File: config.mk
export PLATFORM = sky130hd
export DESIGN_NAME = apr_ctrl
export DESIGN_NICKNAME = d
export VERILOG_FILES = /design/src/rtl/apr_pkg.sv /design/src/rtl/apr_ctrl.sv
export VERILOG_INCLUDE_DIRS = /design/src /design/src/rtl
export SDC_FILE = /design/constraint.sdc
export NUM_CORES = 1
export LEC_CHECK = 0
export ABC_AREA = 1
export BUFFER_PORTS_ARGS = -buffer_cell sky130_fd_sc_hd__buf_2
export CAP_MARGIN = 5
export CORE_AREA = 8 8 45 47
export CTS_CLUSTER_SIZE = 12
export DETAILED_ROUTE_END_ITERATION = 16
export DIE_AREA = 0 0 53 55
export SYNTH_ARGS = -nofsm -noshare
export SYNTH_HDL_FRONTEND = slang
export SYNTH_SLANG_ARGS = --single-unit
File: constraint.sdc
create_clock -name clk -period 2.7 [get_ports clk]
set_input_delay 0.135 -clock clk [delete_from_list [all_inputs] [get_ports clk]]
set_output_delay 0.135 -clock clk [all_outputs]
set_load 0.01 [all_outputs]
File: src/rtl/aging_page_replacement_assert.svh
// Assertion macros used by the page replacement controller (apr_ctrl).
// Each expects clk and rst_n in scope.
`ifndef AGING_PAGE_REPLACEMENT_ASSERT_SVH
`define AGING_PAGE_REPLACEMENT_ASSERT_SVH

// Same-cycle implication.
`define APR_ASSERT_IMP(lbl, ante, cons, msg) \
  lbl: assert property (@(posedge clk) disable iff (!rst_n) (ante) |-> (cons)) \
    else $error(msg);

// Next-cycle implication.
`define APR_ASSERT_NXT(lbl, ante, cons, msg) \
  lbl: assert property (@(posedge clk) disable iff (!rst_n) (ante) |=> (cons)) \
    else $error(msg);

`endif

File: src/rtl/apr_pkg.sv
// ----------------------------------------------------------------------------
// apr_pkg
// Shared types and constants of the aging page replacement block.
// ----------------------------------------------------------------------------
`timescale 1ns / 1ps
`default_nettype none

package apr_pkg;

  localparam int NPAGES  = 256;
  localparam int NFRAMES = 64;
  localparam int PAGE_W  = 8;
  localparam int FRAME_W = 6;
  localparam int FCNT_W  = 7;
  localparam int ADDR_W  = 40;
  localparam int CNT_W   = 32;
  localparam int REF_W   = 4;
  localparam int GRP_W   = 3;
  localparam int CFG_IW  = 2;
  localparam int CFG_DW  = 7;

  localparam logic [REF_W-1:0]  LOAD_REF  = 4'd3;
  localparam logic [REF_W-1:0]  REF_CAP   = 4'd10;
  localparam logic [5:0]        VBITS_RST = 6'd16;
  localparam logic [5:0]        PBITS_RST = 6'd8;
  localparam logic [FCNT_W-1:0] FCNT_RST  = 7'd4;

  localparam logic [CFG_IW-1:0] CFG_VBITS = 2'd0;
  localparam logic [CFG_IW-1:0] CFG_PBITS = 2'd1;
  localparam logic [CFG_IW-1:0] CFG_FCNT  = 2'd2;

  typedef enum logic [1:0] {
    OC_HIT     = 2'd0,
    OC_FREE    = 2'd1,
    OC_REPLACE = 2'd2,
    OC_ERROR   = 2'd3
  } outcome_t;

  typedef enum logic [3:0] {
    S_IDLE, S_CHECK, S_ROUTE, S_AGE, S_AGE_TAIL, S_LOOK, S_HIT_RD, S_HIT_WR,
    S_FREE, S_LOAD, S_VIC, S_VIC_TAIL, S_VIC_WR, S_DONE
  } state_t;

  typedef struct packed {
    logic [FRAME_W-1:0] frame;
    logic               dirty;
    logic [REF_W-1:0]   refcnt;
    logic [CNT_W-1:0]   arrival;
  } entry_t;

  typedef struct packed {
    logic latch;
    logic check;
    logic scan_rd;
    logic age_en;
    logic vic_en;
    logic hit_rd;
    logic hit_wr;
    logic free_step;
    logic load_free;
    logic load_vic;
    logic emit;
  } cmd_t;

  typedef struct packed {
    logic err;
    logic age_due;
    logic pg_present;
    logic idx_last;
    logic free_found;
    logic free_last;
    logic out_busy;
  } sts_t;

endpackage

`default_nettype wire

File: src/rtl/apr_ctrl.sv
// ----------------------------------------------------------------------------
// apr_ctrl
// Sequencer: walks each access through the address check, aging when due,
// lookup, free search and victim search as needed, and hands the result to the output register.
// ----------------------------------------------------------------------------
`timescale 1ns / 1ps
`default_nettype none
`include "aging_page_replacement_assert.svh"

module apr_ctrl (
  input  wire logic          clk,
  input  wire logic          rst_n,
  input  wire logic          in_valid,
  output logic               in_ready,
  input  wire apr_pkg::sts_t sts,
  output apr_pkg::cmd_t      cmd
);

  apr_pkg::state_t state_r, state_nxt;

  always_ff @(posedge clk) begin
    if (!rst_n) begin
      state_r <= apr_pkg::S_IDLE;
    end else begin
      state_r <= state_nxt;
    end
  end

  always_comb begin
    state_nxt = state_r;
    case (state_r)
      apr_pkg::S_IDLE:     if (in_valid) state_nxt = apr_pkg::S_CHECK;
      apr_pkg::S_CHECK:    state_nxt = sts.err ? apr_pkg::S_DONE : apr_pkg::S_ROUTE;
      apr_pkg::S_ROUTE:    state_nxt = sts.age_due ? apr_pkg::S_AGE : apr_pkg::S_LOOK;
      apr_pkg::S_AGE:      if (sts.idx_last) state_nxt = apr_pkg::S_AGE_TAIL;
      apr_pkg::S_AGE_TAIL: state_nxt = apr_pkg::S_LOOK;
      apr_pkg::S_LOOK:     state_nxt = sts.pg_present ? apr_pkg::S_HIT_RD : apr_pkg::S_FREE;
      apr_pkg::S_HIT_RD:   state_nxt = apr_pkg::S_HIT_WR;
      apr_pkg::S_HIT_WR:   state_nxt = apr_pkg::S_DONE;
      apr_pkg::S_FREE: begin
        if (sts.free_found) state_nxt = apr_pkg::S_LOAD;
        else if (sts.free_last) state_nxt = apr_pkg::S_VIC;
      end
      apr_pkg::S_LOAD:     state_nxt = apr_pkg::S_DONE;
      apr_pkg::S_VIC:      if (sts.idx_last) state_nxt = apr_pkg::S_VIC_TAIL;
      apr_pkg::S_VIC_TAIL: state_nxt = apr_pkg::S_VIC_WR;
      apr_pkg::S_VIC_WR:   state_nxt = apr_pkg::S_DONE;
      apr_pkg::S_DONE:     if (!sts.out_busy) state_nxt = apr_pkg::S_IDLE;
      default:             state_nxt = apr_pkg::S_IDLE;
    endcase
  end

  always_comb begin
    cmd      = '0;
    in_ready = 1'b0;
    case (state_r)
      apr_pkg::S_IDLE: begin
        in_ready  = 1'b1;
        cmd.latch = in_valid;
      end
      apr_pkg::S_CHECK:    cmd.check = 1'b1;
      apr_pkg::S_AGE: begin
        cmd.scan_rd = 1'b1;
        cmd.age_en  = 1'b1;
      end
      apr_pkg::S_AGE_TAIL: cmd.age_en = 1'b1;
      apr_pkg::S_HIT_RD:   cmd.hit_rd = 1'b1;
      apr_pkg::S_HIT_WR:   cmd.hit_wr = 1'b1;
      apr_pkg::S_FREE:     cmd.free_step = 1'b1;
      apr_pkg::S_LOAD:     cmd.load_free = 1'b1;
      apr_pkg::S_VIC: begin
        cmd.scan_rd = 1'b1;
        cmd.vic_en  = 1'b1;
      end
      apr_pkg::S_VIC_TAIL: cmd.vic_en = 1'b1;
      apr_pkg::S_VIC_WR:   cmd.load_vic = 1'b1;
      apr_pkg::S_DONE:     cmd.emit = !sts.out_busy;
      default:             cmd = '0;
    endcase
  end

  `APR_ASSERT_NXT(a_age_tail, (state_r == apr_pkg::S_AGE) && sts.idx_last,
    state_r == apr_pkg::S_AGE_TAIL, "aging scan did not finish with its tail")
  `APR_ASSERT_NXT(a_err_skip, (state_r == apr_pkg::S_CHECK) && sts.err,
    state_r == apr_pkg::S_DONE, "address error did not go straight to result")
  `APR_ASSERT_NXT(a_free_load, (state_r == apr_pkg::S_FREE) && sts.free_found,
    state_r == apr_pkg::S_LOAD, "free frame found but not loaded")

endmodule

`default_nettype wire

* Word level (Yosys, flattened, before mapping)
Index checks and enable logic that the tools add are counted.
Word-level totals: flip-flop bits (word level) 4, input bits 10, output and inout bits 12, word-level logic and storage cells 48
Operators by class: equal/unequal tests 18, muxes and demuxes 22, reduce and logical (&&, ||, !) cells 7
Operator list (count):
- $pmux 4 s12 | 1
- $mux 4 | 8
- $eq 4x4->1 const B | 6
- $eq 4x3->1 const B | 4
- $mux 1 | 12
- $eq 4x2->1 const B | 2
- $ne 2x2->1 const B | 4
- $reduce_or 2->1 | 3
- $reduce_and 5->1 | 1
- $eq 4x1->1 const B | 1
- $logic_not 4->1 | 1
- $mux 3 | 1
- $ne 3x3->1 const B | 1
- $reduce_or 3->1 | 1
- $logic_not 1->1 | 1

* Logic depth before layout (Yosys ltp)
depth in word-level cells 3, mapped depth 9, depth with buffers taken out 9

* Worst setup path before layout
Ideal clock, no wire load.
kind reg2reg, from reg state_r[2], to reg state_r[1], library setup time 0.064 ns, data arrival time 1.154 ns, data required time 2.636 ns, setup slack 1.482 ns, stages on the path, launching flop included 10, buffers on the path 0, period minus slack after synthesis 1.218 ns, cell sequence dfxtp_1 nor2_2 inv_1 nor2_1 nand2_1 nand2_1 inv_1 nand2_1 a21oi_1 nor2_1
Between the ends: cells in the longest elaborated chain, start to end 3, elaborated cells between the ends (all ways) 22, those cells by class 18 x eq/ne; 1 x mux; 3 x reduce/logical
RTL lines:
- start: declaration | line apr_ctrl.sv:19 | apr_pkg::state_t state_r, state_nxt;
- start signal: assignment | line apr_ctrl.sv:23 | state_r <= apr_pkg::S_IDLE;
- start signal: assignment | line apr_ctrl.sv:25 | state_r <= state_nxt;
- $eq 4x4->1 (tied with other cells) | line apr_ctrl.sv:31 | case (state_r)
- $reduce_or 3->1 (no line) (tied with other cells)
- $pmux 4 s12 or $reduce_and 5->1 (tied branches)
Parallel ways exist; a longest one is shown, timed or not. A chain may end at the register's enable or synchronous reset.

==> results_tabular.tex <==
\begin{tabular}{lr}
\hline
Metric & Value \\
\hline
\multicolumn{2}{l}{\textbf{Status}} \\
\quad Outcome & completed \\
\multicolumn{2}{l}{\textbf{Power}} \\
\quad Fraction of power consumed by sequential logic & 0.208 \\
\quad Combinational share of power & 0.667 \\
\quad Pwr per Cell Area & $\sim$930 nW/um\^{}2 \\
\quad Net switching power & 324 uW \\
\quad Leak Pwr & between 0.0004 and 0.0005 uW \\
\quad Max VDD drop & between 0.5 and 0.6 mV \\
\quad Internal & $\sim$270 uW \\
\quad Clk pwr share & 0.125 \\
\quad Total power & approximately 590 uW \\
\quad Sw Share & 0.548 \\
\multicolumn{2}{l}{\textbf{GRT}} \\
\quad Grt met3 use & 0.0107 \\
\quad Met1 track utilization from global routing & 0.115 \\
\quad Overall track demand over capacity in global routing & 0.105 \\
\quad Number of global-route vias before repair & between 500 and 600 \\
\quad Gr ovfl total & 0 \\
\quad Most heavily used metal layer in global routing & met2 \\
\quad First-pass GRT wire length & between 2000 and 2500 um \\
\quad Met2 Usage GRT & 0.184 \\
\quad Number of antenna violations at the first check in global routing & 0 \\
\quad Maximum number of pins on one net before global-route repair & 8 \\
\multicolumn{2}{l}{\textbf{Synth}} \\
\quad Nets in the synthesized netlist & just over 100 \\
\quad Most instantiated flip-flop cell in the synthesis netlist & sky130\_fd\_sc\_hd\_\_dfxtp\_1 \\
\quad Unique masters post-synth & 16 \\
\quad Simple-gate share of the synthesized area & 0.586 \\
\quad Average cell area after synthesis & between 5 and 6 sq um \\
\quad Share of cell area taken by muxes after synthesis & 0 \\
\quad \#FFs+latches synth & 4 \\
\quad Register area share after synthesis & 0.164 \\
\quad Dominant combinational cell family by area after synthesis & simple AND/OR/NAND/NOR gates \\
\quad Biggest area consumer among synthesized cells & sky130\_fd\_sc\_hd\_\_nand2\_1 \\
\quad Post-synthesis share of cell area spent on xor and xnor gates & 0 \\
\quad Summed instance area of the synthesized netlist & about 500 sq um \\
\quad Async S/R FF share, synth & 0 \\
\quad Number of cells produced by synthesis & 93 \\
\quad Share of the synthesized area in compound gates (AO/OA/AOI/OAI) & 0.113 \\
\quad Top cells by area, synth & sky130\_fd\_sc\_hd\_\_nand2\_1, sky130\_fd\_sc\_hd\_\_dfxtp\_1, sky130\_fd\_sc\_hd\_\_nand3\_1 \\
\quad Yosys Warn Count & 0 \\
\quad Fraction of the mapped netlist area in adder cells & 0 \\
\quad Share of the synthesized area in the top cell type & 0.215 \\
\quad Post-synth EDFFs & 0 \\
\multicolumn{2}{l}{\textbf{STA}} \\
\quad Post-layout min period & about 1.4 ns \\
\quad Final count of negative-setup-slack endpoints & 0 \\
\quad Period Utilization, post-route & 0.525 \\
\quad Max-slew headroom at the worst pin & 0.816 \\
\quad Setup repair after global routing missed its margin & no \\
\quad Final number of max-transition violations & 0 \\
\quad Slew at the pin with the worst max-slew slack & 0.276 ns \\
\quad Setup TNS & 0 ns \\
\quad Maximum clock frequency & just over 0.7 GHz \\
\quad Final hold violations & 0 \\
\quad Largest clock skew in the final design & 0.00182 ns \\
\multicolumn{2}{l}{\textbf{Clock network}} \\
\quad Maximum buffer depth of the clock tree & 2 \\
\quad Buffer count from post-CTS setup fixing & 0 \\
\quad CTS H-Tree Depth & 1 \\
\quad CTS-repair resized insts & 0 \\
\quad Sinks on the clock net & 4 \\
\quad Insertion delay of the later-clocked pin in the worst-skew pair & roughly 0.24 ns \\
\quad Num CTS Buffers & 3 \\
\quad Number of buffers added to fix hold violations after cts & 0 \\
\quad Clk root buf & sky130\_fd\_sc\_hd\_\_clkbuf\_4 \\
\quad TritonCTS clock tree & yes \\
\quad Clock transition at the register clock pins on the worst setup and hold paths after CTS & approximately 0.040 ns \\
\multicolumn{2}{l}{\textbf{Layout}} \\
\quad Fraction of final layout cells sized beyond drive strength 1 & 0.350 \\
\quad Register with the most flip-flops & state\_r \\
\quad Nets & roughly 130 \\
\quad Leading cell types in the layout, fill and taps excluded & sky130\_fd\_sc\_hd\_\_nand2\_1, sky130\_fd\_sc\_hd\_\_buf\_2, sky130\_fd\_sc\_hd\_\_inv\_1, sky130\_fd\_sc\_hd\_\_nand3\_1, sky130\_fd\_sc\_hd\_\_nor2\_1 \\
\quad Post-Layout Inst Area & roughly 640 sq um \\
\quad Number of flip-flops under the largest register name & 4 \\
\quad Area of the multi-input gates & 342 sq um \\
\quad Largest registers & state\_r: 4 flops \\
\quad Area Growth Syn to Fin & 30.2\% \\
\quad Number of filler cells placed in the layout & about 170 \\
\quad Register Area & 80.1 sq um \\
\quad Most frequent standard cell in the layout excluding fill and tap cells & sky130\_fd\_sc\_hd\_\_nand2\_1 \\
\quad \# diodes & 0 \\
\multicolumn{2}{l}{\textbf{Floorplanning}} \\
\quad Die Y & between 50 and 60 um \\
\quad Standard-cell rows & 14 \\
\quad Placeable core region & roughly 1400 sq um \\
\quad Initial core utilization & 0.354 \\
\quad Die outline width & between 50 and 60 um \\
\quad Area of the die & $\sim$3000 sq um \\
\quad Top-level port count & 22 \\
\multicolumn{2}{l}{\textbf{Placed design}} \\
\quad Dpl cell area & slightly above 600 sq um \\
\quad Final RePlAce weighted congestion & around 0.86 \\
\quad HPWL after DPL & between 1000 and 1500 um \\
\quad Count of input and output buffers & 21 \\
\multicolumn{2}{l}{\textbf{Critical path}} \\
\quad Arrival time of the worst setup path & between 1 and 1.5 ns \\
\quad CP startpoint kind & flop \\
\quad Type of the setup path with the least slack & flop to output port \\
\quad Cell-by-cell listing of the critical path & nor2\_2 -> inv\_1 -> nor3\_1 -> buf\_2 \\
\quad CP Data Required Time & roughly 2.6 ns \\
\quad Max FO, Critical Path & 6 \\
\quad Category of cells accounting for the largest share of critical-path delay & simple AND/OR/NAND/NOR gates \\
\quad Buffer and inverter count on the worst path & 2 \\
\quad Largest incremental delay on the critical path & between 0.3 and 0.4 ns \\
\quad CP max stage cell & sky130\_fd\_sc\_hd\_\_dfxtp\_1 \\
\quad Critical Path End Type & output port \\
\multicolumn{2}{l}{\textbf{Routing}} \\
\quad DRC violations left & 0 \\
\quad Average via count per standard cell & approximately 4.5 \\
\quad First-pass detailed-route iteration total & 4 \\
\quad Average wire length per cell after detail routing & $\sim$11 um \\
\quad Count of nets left with antenna violations after detail routing & 0 \\
\quad Overall via count from detail\_route & about 600 \\
\quad First DRT Iteration DRCs & 6 \\
\quad Final Routed Wirelength & between 1000 and 1500 um \\
\multicolumn{2}{l}{\textbf{Run}} \\
\quad Maxcap violations & 0 \\
\multicolumn{2}{l}{\textbf{Min path}} \\
\quad Type of the worst min-delay path & input pin to flop \\
\hline
\end{tabular}
cells in the mapped netlist, types with 2 or more instances:
master	count
sky130_fd_sc_hd__nor2_2	7
sky130_fd_sc_hd__nand2_2	2
sky130_fd_sc_hd__a21oi_1	3
sky130_fd_sc_hd__nand2_1	28
sky130_fd_sc_hd__inv_2	5
sky130_fd_sc_hd__nand3_1	11
sky130_fd_sc_hd__nor2_1	10
sky130_fd_sc_hd__o21ai_0	2
sky130_fd_sc_hd__nor3_1	3
sky130_fd_sc_hd__inv_1	13
sky130_fd_sc_hd__dfxtp_1	4
power groups by stage:
stage	clock, uW	sequential [uW]	combinational (uW)
6_report	74.0	123	395
5_1_grt	79.7	127	448
4_1_cts	75.8	122	398
3_5_place_dp	0	123	396
3_3_place_gp	0	122	401
2_1_floorplan	0	116	285
final cells by class:
class,count,share of cell area
clock buffers,3,0.0354
inverters,18,0.106
multi-input cells,71,0.536
flip-flops and latches,4,0.126
well taps,16,0.0314
repair buffers,21,0.165
metrics by stage:
step | cells | util | hold slack, ns | worst slack (ns)
floorplan | 93 | - | 0.306 | 1.48
global placement | 130 | 0.444 | 0.411 | 1.33
CTS | 133 | 0.460 | 0.169 | 1.27
finish | 133 | 0.460 | 0.168 | 1.28
detailed placement | 130 | 0.444 | 0.415 | 1.34
global route | 133 | 0.460 | 0.193 | 1.14
worst paths after layout:
path,to,depth (start not counted),from,slack [ns]
setup / recovery,cmd[10],4,state_r[3],1.28
hold reg to reg,state_r[3],2,state_r[3],0.60
setup reg to reg,state_r[1],7,state_r[3],1.33
hold / removal,state_r[1],3,rst_n,0.17
metal layers:
layer | up-vias | wire length [um]
li1 | 334 | -
met1 | 254 | 630
met2 | 11 | 683
met3 | 4 | 74
met4 | 0 | 29
met5 | - | 0
cell families after synthesis:
group | Yosys count
simple gates | 63
buf+inv | 18
compound gates | 8
flops | 4
worst min-delay path, cell delays in order:
cell	delay [ns]
sky130_fd_sc_hd__buf_2	0.07
sky130_fd_sc_hd__inv_1	0.06
sky130_fd_sc_hd__nor2_1	0.09
Power figures use the tool's default switching activity.
